**src/hdl/stuffed_info_frame_encoder_macros.svh**
```systemverilog
// Assertion macros shared by the frame encoder modules.
`ifndef STUFFED_INFO_FRAME_ENCODER_MACROS_SVH
`define STUFFED_INFO_FRAME_ENCODER_MACROS_SVH

// Same-cycle implication, sampled on clk_i, off while rst_ni is low.
`define SIFE_ASSERT_NOW(label, ante, cons, msg) \
  label: assert property (@(posedge clk_i) disable iff (!rst_ni) (ante) |-> (cons)) \
    else $error(msg);

// Next-cycle implication, sampled on clk_i, off while rst_ni is low.
`define SIFE_ASSERT_NEXT(label, ante, cons, msg) \
  label: assert property (@(posedge clk_i) disable iff (!rst_ni) (ante) |=> (cons)) \
    else $error(msg);

`endif

```
**src/hdl/sife_pkg.sv**
```systemverilog
package sife_pkg;

  localparam int unsigned CfgIdxW = 3;

  typedef enum logic [CfgIdxW-1:0] {
    CFG_FLAG_VALUE        = 3'd0,
    CFG_ESCAPE_VALUE      = 3'd1,
    CFG_FLAG_SUBSTITUTE   = 3'd2,
    CFG_ESCAPE_SUBSTITUTE = 3'd3,
    CFG_ADDRESS_VALUE     = 3'd4,
    CFG_CONTROL_SEQ_ZERO  = 3'd5,
    CFG_CONTROL_SEQ_ONE   = 3'd6
  } cfg_idx_e;

  typedef struct packed {
    logic [7:0] flag_value;
    logic [7:0] escape_value;
    logic [7:0] flag_substitute;
    logic [7:0] escape_substitute;
    logic [7:0] address_value;
    logic [7:0] control_seq_zero;
    logic [7:0] control_seq_one;
  } cfg_t;

  typedef struct packed {
    logic [7:0] data_byte;
    logic       last_byte;
    logic       sequence_bit;
    logic       first;
    logic [7:0] check;
  } item_t;

  typedef struct packed {
    logic  valid;
    item_t item;
  } hold_t;

  typedef struct packed {
    logic load;
    logic first;
  } load_t;

endpackage

```
**src/hdl/stuffed_info_frame_encoder.sv**
```systemverilog
// Information frame encoder: payload bytes enter one per transaction with the last one marked;
// the line side leaves one byte per transaction, frame_end_o marking the closing flag. The
// first byte of a frame adds flag, address, control and header check ahead of it; each
// payload byte leaves as one byte, or two when it equals the flag or escape value; the last
// byte adds the stuffed XOR check (one or two bytes) and the closing flag. An item thus
// yields 1 to 9 line bytes, one per cycle while out_stall_i is low, and the next item is
// taken in the same cycle that the current item's final byte enters the output register, so
// the sustained rate is set by the byte-wide output port alone. cfg_ready_o is always high;
// the user must make configuration writes only while no frame byte is pending (unenforced).
module stuffed_info_frame_encoder import sife_pkg::*; (
  input  logic               clk_i,
  input  logic               rst_ni,
  input  logic               cfg_valid_i,
  output logic               cfg_ready_o,
  input  logic [CfgIdxW-1:0] cfg_index_i,
  input  logic [7:0]         cfg_data_i,
  input  logic               in_valid_i,
  output logic               in_stall_o,
  input  logic [7:0]         data_byte_i,
  input  logic               last_byte_i,
  input  logic               sequence_bit_i,
  output logic               out_valid_o,
  input  logic               out_stall_i,
  output logic [7:0]         out_byte_o,
  output logic               frame_end_o
);

  cfg_t  cfg;
  hold_t hold;
  load_t load;
  logic  done;

  sife_cfg_regs u_cfg_regs (
    .clk_i       (clk_i),
    .rst_ni      (rst_ni),
    .cfg_valid_i (cfg_valid_i),
    .cfg_ready_o (cfg_ready_o),
    .cfg_index_i (cfg_index_i),
    .cfg_data_i  (cfg_data_i),
    .cfg_o       (cfg)
  );

  sife_frame_ctl u_frame_ctl (
    .clk_i          (clk_i),
    .rst_ni         (rst_ni),
    .in_valid_i     (in_valid_i),
    .in_stall_o     (in_stall_o),
    .data_byte_i    (data_byte_i),
    .last_byte_i    (last_byte_i),
    .sequence_bit_i (sequence_bit_i),
    .done_i         (done),
    .hold_o         (hold),
    .load_o         (load)
  );

  sife_emitter u_emitter (
    .clk_i       (clk_i),
    .rst_ni      (rst_ni),
    .cfg_i       (cfg),
    .hold_i      (hold),
    .load_i      (load),
    .done_o      (done),
    .out_valid_o (out_valid_o),
    .out_stall_i (out_stall_i),
    .out_byte_o  (out_byte_o),
    .frame_end_o (frame_end_o)
  );

endmodule

```
**src/hdl/sife_cfg_regs.sv**
```systemverilog
module sife_cfg_regs import sife_pkg::*; (
  input  logic               clk_i,
  input  logic               rst_ni,
  input  logic               cfg_valid_i,
  output logic               cfg_ready_o,
  input  logic [CfgIdxW-1:0] cfg_index_i,
  input  logic [7:0]         cfg_data_i,
  output cfg_t               cfg_o
);

  cfg_t cfg_q;
  cfg_t cfg_d;

  assign cfg_ready_o = 1'b1;
  assign cfg_o       = cfg_q;

  always_comb begin
    cfg_d = cfg_q;
    if (cfg_valid_i) begin
      case (cfg_idx_e'(cfg_index_i))
        CFG_FLAG_VALUE:        cfg_d.flag_value        = cfg_data_i;
        CFG_ESCAPE_VALUE:      cfg_d.escape_value      = cfg_data_i;
        CFG_FLAG_SUBSTITUTE:   cfg_d.flag_substitute   = cfg_data_i;
        CFG_ESCAPE_SUBSTITUTE: cfg_d.escape_substitute = cfg_data_i;
        CFG_ADDRESS_VALUE:     cfg_d.address_value     = cfg_data_i;
        CFG_CONTROL_SEQ_ZERO:  cfg_d.control_seq_zero  = cfg_data_i;
        CFG_CONTROL_SEQ_ONE:   cfg_d.control_seq_one   = cfg_data_i;
        default:               cfg_d = cfg_q;
      endcase
    end
  end

  always_ff @(posedge clk_i or negedge rst_ni) begin
    if (!rst_ni) begin
      cfg_q.flag_value        <= 8'd126;
      cfg_q.escape_value      <= 8'd125;
      cfg_q.flag_substitute   <= 8'd94;
      cfg_q.escape_substitute <= 8'd93;
      cfg_q.address_value     <= 8'd3;
      cfg_q.control_seq_zero  <= 8'd0;
      cfg_q.control_seq_one   <= 8'd64;
    end else begin
      cfg_q <= cfg_d;
    end
  end

endmodule

```
**src/hdl/sife_frame_ctl.sv**
```systemverilog
`include "stuffed_info_frame_encoder_macros.svh"

module sife_frame_ctl import sife_pkg::*; (
  input  logic       clk_i,
  input  logic       rst_ni,
  input  logic       in_valid_i,
  output logic       in_stall_o,
  input  logic [7:0] data_byte_i,
  input  logic       last_byte_i,
  input  logic       sequence_bit_i,
  input  logic       done_i,
  output hold_t      hold_o,
  output load_t      load_o
);

  logic       hold_valid_q;
  logic       hold_valid_d;
  item_t      item_q;
  item_t      item_d;
  logic       inside_q;
  logic       inside_d;
  logic [7:0] check_q;
  logic [7:0] check_d;
  logic       load;
  logic [7:0] check_new;

  assign in_stall_o = hold_valid_q && !done_i;
  assign load       = in_valid_i && !in_stall_o;
  assign check_new  = (inside_q ? check_q : 8'd0) ^ data_byte_i;

  assign hold_o.valid  = hold_valid_q;
  assign hold_o.item   = item_q;
  assign load_o.load   = load;
  assign load_o.first  = !inside_q;

  always_comb begin
    hold_valid_d = hold_valid_q;
    item_d       = item_q;
    inside_d     = inside_q;
    check_d      = check_q;
    if (done_i) begin
      hold_valid_d = 1'b0;
    end
    if (load) begin
      hold_valid_d        = 1'b1;
      item_d.data_byte    = data_byte_i;
      item_d.last_byte    = last_byte_i;
      item_d.sequence_bit = sequence_bit_i;
      item_d.first        = !inside_q;
      item_d.check        = check_new;
      inside_d            = !last_byte_i;
      check_d             = last_byte_i ? 8'd0 : check_new;
    end
  end

  always_ff @(posedge clk_i or negedge rst_ni) begin
    if (!rst_ni) begin
      hold_valid_q <= 1'b0;
      inside_q     <= 1'b0;
      check_q      <= 8'd0;
    end else begin
      hold_valid_q <= hold_valid_d;
      inside_q     <= inside_d;
      check_q      <= check_d;
    end
  end

  always_ff @(posedge clk_i) begin
    item_q <= item_d;
  end

  `SIFE_ASSERT_NEXT(a_load_fills_hold, load, hold_valid_q, "accepted transaction not held")
  `SIFE_ASSERT_NEXT(a_last_closes_frame, load && last_byte_i, !inside_q && (check_q == 8'd0),
    "frame state not cleared after last byte")

endmodule

```
**src/hdl/sife_emitter.sv**
```systemverilog
`include "stuffed_info_frame_encoder_macros.svh"

module sife_emitter import sife_pkg::*; (
  input  logic       clk_i,
  input  logic       rst_ni,
  input  cfg_t       cfg_i,
  input  hold_t      hold_i,
  input  load_t      load_i,
  output logic       done_o,
  output logic       out_valid_o,
  input  logic       out_stall_i,
  output logic [7:0] out_byte_o,
  output logic       frame_end_o
);

  typedef enum logic [3:0] {
    PH_FLAG,
    PH_ADDR,
    PH_CTRL,
    PH_HCS,
    PH_DATA,
    PH_DSUB,
    PH_CHK,
    PH_CSUB,
    PH_CLOSE
  } phase_e;

  phase_e     phase_q;
  phase_e     phase_d;
  phase_e     phase_nxt;
  logic       out_valid_q;
  logic       out_valid_d;
  logic [7:0] out_byte_q;
  logic [7:0] out_byte_d;
  logic       frame_end_q;
  logic       frame_end_d;
  logic       emit;
  logic       final_byte;
  logic [7:0] ctrl;
  logic       data_is_flag;
  logic       data_stuffed;
  logic       chk_is_flag;
  logic       chk_stuffed;
  logic [7:0] line_byte;
  logic       line_end;

  assign ctrl         = hold_i.item.sequence_bit ? cfg_i.control_seq_one : cfg_i.control_seq_zero;
  assign data_is_flag = hold_i.item.data_byte == cfg_i.flag_value;
  assign data_stuffed = data_is_flag || (hold_i.item.data_byte == cfg_i.escape_value);
  assign chk_is_flag  = hold_i.item.check == cfg_i.flag_value;
  assign chk_stuffed  = chk_is_flag || (hold_i.item.check == cfg_i.escape_value);

  assign emit   = hold_i.valid && (!out_valid_q || !out_stall_i);
  assign done_o = emit && final_byte;

  assign out_valid_o = out_valid_q;
  assign out_byte_o  = out_byte_q;
  assign frame_end_o = frame_end_q;

  always_comb begin
    line_byte  = cfg_i.flag_value;
    line_end   = 1'b0;
    final_byte = 1'b0;
    phase_nxt  = PH_FLAG;
    case (phase_q)
      PH_FLAG: begin
        line_byte = cfg_i.flag_value;
        phase_nxt = PH_ADDR;
      end
      PH_ADDR: begin
        line_byte = cfg_i.address_value;
        phase_nxt = PH_CTRL;
      end
      PH_CTRL: begin
        line_byte = ctrl;
        phase_nxt = PH_HCS;
      end
      PH_HCS: begin
        line_byte = cfg_i.address_value ^ ctrl;
        phase_nxt = PH_DATA;
      end
      PH_DATA: begin
        line_byte  = data_stuffed ? cfg_i.escape_value : hold_i.item.data_byte;
        phase_nxt  = data_stuffed ? PH_DSUB : PH_CHK;
        final_byte = !data_stuffed && !hold_i.item.last_byte;
      end
      PH_DSUB: begin
        line_byte  = data_is_flag ? cfg_i.flag_substitute : cfg_i.escape_substitute;
        phase_nxt  = PH_CHK;
        final_byte = !hold_i.item.last_byte;
      end
      PH_CHK: begin
        line_byte = chk_stuffed ? cfg_i.escape_value : hold_i.item.check;
        phase_nxt = chk_stuffed ? PH_CSUB : PH_CLOSE;
      end
      PH_CSUB: begin
        line_byte = chk_is_flag ? cfg_i.flag_substitute : cfg_i.escape_substitute;
        phase_nxt = PH_CLOSE;
      end
      PH_CLOSE: begin
        line_byte  = cfg_i.flag_value;
        line_end   = 1'b1;
        final_byte = 1'b1;
        phase_nxt  = PH_FLAG;
      end
      default: begin
        final_byte = 1'b1;
      end
    endcase
  end

  always_comb begin
    phase_d     = phase_q;
    out_valid_d = out_valid_q;
    out_byte_d  = out_byte_q;
    frame_end_d = frame_end_q;
    if (emit && !final_byte) begin
      phase_d = phase_nxt;
    end
    if (load_i.load) begin
      phase_d = load_i.first ? PH_FLAG : PH_DATA;
    end
    if (emit) begin
      out_valid_d = 1'b1;
      out_byte_d  = line_byte;
      frame_end_d = line_end;
    end else if (!out_stall_i) begin
      out_valid_d = 1'b0;
    end
  end

  always_ff @(posedge clk_i or negedge rst_ni) begin
    if (!rst_ni) begin
      phase_q     <= PH_FLAG;
      out_valid_q <= 1'b0;
      out_byte_q  <= 8'd0;
      frame_end_q <= 1'b0;
    end else begin
      phase_q     <= phase_d;
      out_valid_q <= out_valid_d;
      out_byte_q  <= out_byte_d;
      frame_end_q <= frame_end_d;
    end
  end

  `SIFE_ASSERT_NOW(a_sub_needs_stuffing, hold_i.valid && (phase_q == PH_DSUB), data_stuffed,
    "substitute byte for an unstuffed payload byte")
  `SIFE_ASSERT_NOW(a_header_on_first,
    hold_i.valid && ((phase_q == PH_FLAG) || (phase_q == PH_ADDR) ||
    (phase_q == PH_CTRL) || (phase_q == PH_HCS)),
    hold_i.item.first, "header emitted inside a frame")
  `SIFE_ASSERT_NOW(a_trailer_on_last,
    hold_i.valid && ((phase_q == PH_CHK) || (phase_q == PH_CSUB) || (phase_q == PH_CLOSE)),
    hold_i.item.last_byte, "trailer emitted before the last byte")

endmodule

```
**config.mk**
```make
export PLATFORM = sky130hd
export DESIGN_NAME = stuffed_info_frame_encoder
export DESIGN_NICKNAME = d
export VERILOG_FILES = /design/src/hdl/sife_pkg.sv /design/src/hdl/stuffed_info_frame_encoder.sv /design/src/hdl/sife_cfg_regs.sv /design/src/hdl/sife_frame_ctl.sv /design/src/hdl/sife_emitter.sv
export VERILOG_INCLUDE_DIRS = /design/src /design/src/hdl
export SDC_FILE = /design/constraint.sdc
export NUM_CORES = 1
export LEC_CHECK = 0
export ABC_AREA = 1
export BUFFER_PORTS_ARGS = -buffer_cell sky130_fd_sc_hd__buf_2
export CAP_MARGIN = 0
export CORE_ASPECT_RATIO = 1.25
export CORE_MARGIN = 4
export CORE_UTILIZATION = 66
export CTS_CLUSTER_DIAMETER = 80
export DETAILED_ROUTE_END_ITERATION = 8
export GPL_TIMING_DRIVEN = 0
export PLACE_DENSITY = 0.86
export RECOVER_POWER = 25
export SYNTH_ARGS = -nofsm -noshare
export SYNTH_HDL_FRONTEND = slang
export SYNTH_HIERARCHICAL = 1
export SYNTH_SLANG_ARGS = --single-unit
```
**constraint.sdc**
```tcl
create_clock -name clk_i -period 4.2 [get_ports clk_i]
set_clock_uncertainty 0.05 [all_clocks]
set_input_delay 0.84 -clock clk_i [delete_from_list [all_inputs] [get_ports clk_i]]
set_output_delay 0.84 -clock clk_i [all_outputs]
set_load 0.02 [all_outputs]
```
==> results.toml, run 1 <==
[floorplanning]
die_area_um2 = 10300
core_um2 = 8330
initial_core_util_pct = 68.8
rows = 37
fp.dieW_um = 91.4
ioPinCount = 38
die_h_um = 112

[status]
status = "finished, violations left"
violations = "capacitance limit, slew limit"

[cells_and_area]
final_common_cell = "nand2_1"
layout-drive-gt1-share_pct = 16.8
areaGrowthSynthToFinish_pct = 7.96
nets = 859
final_cell_mix = "nand2_1, nand3_1, inv_1, dfrtp_1, nor2_1"
stdcell_count = 935
num_antenna_cells = 0

[clock_tree]
cts_resized = 0
clk_latency_ns = 0.37
postCtsSetupBuffers = 0
clk_pin_slew_worst_paths_ns = 0.10
h-tree-depth = 3
numCtsBuffers = 9
cts_tree = "done"
clock-root-buffer = "clkbuf_8"
clock-sinks = 98
ctsHoldBuffers = 0
clk_path_buf_depth = 2

[timing]
period_minus_slack_ns = 3.46
final_hold_viol_count = 0
setup_viol = 0
setup-tns-final_ns = 0
setup_ws_ns = 0.736
max_slew_margin_pct = -22.6
post-route-period-util_pct = 82.5
max_freq_ghz = 0.289
worstMarginPinSlew_ns = 1.84
slew_violations = 35
rsz0062_at_grt = "no"

[global_routing]
track_usage_pct = 30.7
grt_start_max_net_pins = 48
antenna_found_initial = 0
grt_pass1_vias = 5126
grt_overflow_total = 0
grt_pass1_wl_um = 24700

[setup_path]
reg2reg_to = "u_emitter/phase_q[2]$_DFFE_PN0P_"
max_stage_delay_ns = 0.58
crit_required_ns = 4.41
cpLargestDelayFamily = "simple AND/OR/NAND/NOR gates"
critical_path_class = "flop to flop"
cp-end-kind = "flop"
crit_top_cell = "nand2_1"
crit_fanout = 19
cp_num_buf_inv = 7
regToRegSetupSlack_ns = 0.74
cp-start-kind = "flop"
timing.rr.start = "u_cfg_regs/cfg_o[52]$_DFFE_PN1P_"
rr_worst_depth = 23
crit_chain = "inv_1 > nand2_1 > nand2_1 > nand2_1 > nor2_1 > nand2_1 > nand3_2 > nand2_1 > nand2_1 > nand2_1 > nand2_1 > inv_1 > inv_1 > nand2_1 > nand2_2 > buf_6 > inv_1 > buf_4 > inv_1 > nand2_1 > o21ai_0 > nand2_1 > nand2_1"
critical_path.slowest_cell = "dfstp_2"
critPathArrivalTime_ns = 3.68

[placement]
port_buffers = 36
place_ws_ns = 0.741
place.gp.congestion = 0.945
place_inst = 919
hpwlAfterDp_um = 11300

[synth]
netlist_area_um2 = 5740
yosys_warnings = 6
syn_inst = 785
syn_avg_cell_area_um2 = 7.31
syn_nets = 811

[routing]
drt_wl_total_um = 15200
ant_nets = 0
detail_route.wl_per_cell_um = 16.3
dr.pass1.iters = 6
vias = 5317
via_per_inst = 5.69
drc = 0
drt_first_iter_violations = 578

[min_path]
hold_end = "u_cfg_regs/cfg_o[35]$_DFFE_PN1P_"
hold_path_class = "flop to flop"
min_from = "u_cfg_regs/cfg_o[35]$_DFFE_PN1P_"
hold-path-cell-count = 2

[flow_run]
drv_cap = 1

[power]
power.leakage_nw = 3.30
irDropWorstVdd_mv = 0.406
power_per_cell_area_nw_per_um2 = 575
total_power_w = 0.00356
==> metrics by stage <==
stage,instance area (um2),hold WS [ns],utilization (%)
after floorplan,5740,0.392,-
after global placement,6040,0.402,72.4
after detailed placement,6070,0.405,72.8
after CTS,6230,0.361,74.8
after global routing,6190,0.438,74.3
final,6190,0.419,74.3
==> sequential cells by signal (all words and copies together), names as in the netlist <==
register,cells
u_emitter/frame_end_o,1
u_frame_ctl/inside_q,1
u_emitter/phase_q,4
u_frame_ctl/hold_valid_q,1
u_cfg_regs/cfg_o,56
u_frame_ctl/hold_o,18
u_emitter/out_valid_o,1
u_emitter/out_byte_o,8
u_frame_ctl/check_q,8
==> worst max path at each step <==
stage,from,endpoint,cells past startpoint
floorplan,u_cfg_regs/cfg_o[53]$_DFFE_PN1P_,u_emitter/phase_q[2]$_DFFE_PN0P_,23
global placement,out_stall_i,u_emitter/phase_q[2]$_DFFE_PN0P_,17
detailed placement,u_cfg_regs/cfg_o[52]$_DFFE_PN1P_,u_emitter/phase_q[2]$_DFFE_PN0P_,23
CTS,u_cfg_regs/cfg_o[53]$_DFFE_PN1P_,u_emitter/phase_q[2]$_DFFE_PN0P_,23
global route,u_cfg_regs/cfg_o[49]$_DFFE_PN1P_,u_emitter/phase_q[2]$_DFFE_PN0P_,23
finish,u_cfg_regs/cfg_o[52]$_DFFE_PN1P_,u_emitter/phase_q[2]$_DFFE_PN0P_,23
==> where the power goes <==
part,switching (W),total [W],leakage [nW],internal [W]
Clock,0.000328,0.000546,0.0813,0.000218
Sequential,0.000213,0.00148,1.12,0.00126
Combinational,0.00102,0.00154,2.10,0.000522
Total,0.00156,0.00356,3.30,0.00200
==> routing by layer <==
metal	share of wire (%)	vias up	routed length, um	GRT usage [%]
li1	-	2543	-	-
met1	40	2480	6100	38.5
met3	6.4	50	968	4.62
met5	0	-	0	0
met2	50	244	7540	51.7
met4	3.8	0	581	15.3
==> layout make-up <==
| type | count | area (um2) |
|---|---|---|
| multi-input cells | 604 | 2790 |
| flip-flops and latches | 98 | 2570 |
| fillers | 692 | 2140 |
| inverters | 68 | 255 |
| repair buffers | 37 | 173 |
| clock buffers | 12 | 135 |
| well taps | 97 | 121 |
| plain buffers | 15 | 114 |
| clock inverters | 4 | 27.5 |
==> worst register-to-register path, cell delays in order, from the launching register on <==
cell and delay (ns):
dfstp_2 0.58, inv_1 0.06, nand2_1 0.06, nand2_1 0.06, nand2_1 0.13, nor2_1 0.07
nand2_1 0.14, nand3_2 0.20, nand2_1 0.15, nand2_1 0.09, nand2_1 0.06, nand2_1 0.05
inv_1 0.05, inv_1 0.05, nand2_1 0.12, nand2_2 0.13, buf_6 0.17, inv_1 0.53
buf_4 0.25, inv_1 0.11, nand2_1 0.08, o21ai_0 0.07, nand2_1 0.07, nand2_1 0.04
(Power assumes the default switching activity.)
==> run 2, diff against run 1 <==
CORE_UTILIZATION = 55   (was 66)
PLACE_DENSITY = 0.76   (was 0.86)
clock period = 3.1 ns   (was 4.2 ns; I/O delays follow)
==> results.toml, run 2 (synthesis gave the netlist of run 1 again) <==
[power]
irDropWorstVdd_mv = 0.515
power.leakage_nw = 3.38
power_per_cell_area_nw_per_um2 = 821

[cells_and_area]
layout-drive-gt1-share_pct = 18.1
final_common_cell = "nand2_1"
final_cell_mix = "nand2_1, nand3_1, dfrtp_1, inv_1, nor2_1"
largest_reg_flops = 56
nets = 862
stdcell_count = 970
areaGrowthSynthToFinish_pct = 12.3
num_antenna_cells = 0

[timing]
post-route-period-util_pct = 92.3
max_freq_ghz = 0.350
setup_ws_ns = 0.240
rsz0062_at_grt = "no"
slew_violations = 38
period_minus_slack_ns = 2.86
max_slew_margin_pct = -28.5
setup_viol = 0
worstMarginPinSlew_ns = 1.93
final_hold_viol_count = 0

[global_routing]
grt_pass1_wl_um = 24300
grt_overflow_total = 0
antenna_found_initial = 0
track_usage_pct = 25.9
grt_start_max_net_pins = 45
grt_pass1_vias = 4964

[routing]
ant_nets = 0
dr.pass1.iters = 6
vias = 5251
via_per_inst = 5.41
drc = 0
detail_route.wl_per_cell_um = 15.6
drt_wl_total_um = 15200
drt_first_iter_violations = 431

[setup_path]
critical_path_class = "flop to output port"
critPathArrivalTime_ns = 2.19
cp-end-kind = "output port"
timing.rr.start = "u_cfg_regs/cfg_o[52]$_DFFE_PN1P_"
regToRegSetupSlack_ns = 0.32
crit_required_ns = 2.43
rr_worst_depth = 23
reg2reg_to = "u_emitter/phase_q[2]$_DFFE_PN0P_"
cp-startpoint = "u_cfg_regs/cfg_o[52]$_DFFE_PN1P_"
crit_fanout = 4
cp-start-kind = "flop"
crit_end = "in_stall_o"

[clock_tree]
numCtsBuffers = 9
cts_tree = "done"
clock-root-buffer = "clkbuf_16"
h-tree-depth = 3
clock-sinks = 98
clk_latency_ns = 0.35
clk_path_buf_depth = 2
clk_pin_slew_worst_paths_ns = 0.07
ctsHoldBuffers = 0

[floorplanning]
ioPinCount = 38
die_h_um = 122
core_um2 = 10200
die_area_um2 = 12100
fp.dieW_um = 99.3
rows = 41
initial_core_util_pct = 56.5

[status]
status = "finished, violations left"
violations = "capacitance limit, slew limit"

[placement]
port_buffers = 36
hpwlAfterDp_um = 11100
place_inst = 951
place_ws_ns = -0.404
place.gp.congestion = 0.959

[flow_run]
drv_cap = 1

[min_path]
hold_path_class = "input port to flop"
## run 2: cell types whose count changed in the layout (fill, tap and decap cells not counted), sizes merged
cell,change
buf,+3
clkinvlp,+1
bufinv,+1
inv,-1
clkinv,-1
## run 2: power by group
| group | total (W) | switching [W] | internal, W |
|---|---|---|---|
| registers | 0.00199 | 0.000284 | 0.00171 |
| clock network | 0.00118 | 0.000496 | 0.000682 |
| logic | 0.00211 | 0.00138 | 0.000730 |
| total | 0.00529 | 0.00216 | 0.00312 |
## run 2: worst min-delay path by stage
stage	start	to	cells past startpoint	slack (ns)
6_report	sequence_bit_i	u_frame_ctl/hold_o[9]$_DFFE_PP_	1	0.40
5_1_grt	sequence_bit_i	u_frame_ctl/hold_o[9]$_DFFE_PP_	1	0.39
4_1_cts	rst_ni	u_cfg_regs/cfg_o[2]$_DFFE_PN0P_	1	0.19
3_5_place_dp	u_cfg_regs/cfg_o[38]$_DFFE_PN1P_	u_cfg_regs/cfg_o[38]$_DFFE_PN1P_	2	0.41
3_3_place_gp	u_cfg_regs/cfg_o[36]$_DFFE_PN1P_	u_cfg_regs/cfg_o[36]$_DFFE_PN1P_	2	0.40
2_1_floorplan	rst_ni	u_cfg_regs/cfg_o[0]$_DFFE_PN0P_	0	0.27
## run 2: final cells by class
type	instances	area, um2
clock inverter	4	53.8
tap	129	161
buffer	15	114
fill	928	3720
clock buffer	12	258
sequential	98	2570
timing repair buffer	40	198
inverter	68	263
multi-input combinational	604	2820
## run 2: repair_timing
| item | 4_1_cts | 5_1_grt |
|---|---|---|
| pin swaps | 0 | 1 |
| resized for setup | 1 | 8 |
| setup buffers | 1 | 2 |
| endpoints found under the setup margin | 22 | 23 |
## run 2: stage by stage
stage	hold WS, ns	instance area (um2)	TNS, ns	utilization, %	power [W]
finish	0.399	6440	0	63.4	0.00529
global route	0.392	6440	0	63.4	0.00565
CTS	0.192	6420	0	63.2	0.00526
detailed placement	0.407	6100	-2.14	60.1	0.00406
global placement	0.404	6080	-1.12	59.8	0.00399
floorplan	0.274	5740	0	-	0.00345
## run 2: worst max-delay path: stages (launching register included)
cell	delay [ns]
dfstp_2	0.57
inv_1	0.06
nand2_1	0.06
nand2_1	0.05
nand2_1	0.13
nor2_1	0.08
nand2_2	0.14
nand3_4	0.10
nand2_2	0.08
nand2_1	0.07
nand2_1	0.06
nand2_1	0.04
inv_1	0.05
inv_1	0.03
nand2_1	0.10
inv_1	0.05
buf_2	0.15
## run 2: routing by layer
metal / vias to the layer above / routed length [um] / track usage (%)
met1: 2437 / 6150 / 33.0
met2: 204 / 7320 / 42.1
met5: - / 0 / 0
li1: 2559 / - / -
met4: 0 / 606 / 12.2
met3: 51 / 1100 / 5.33
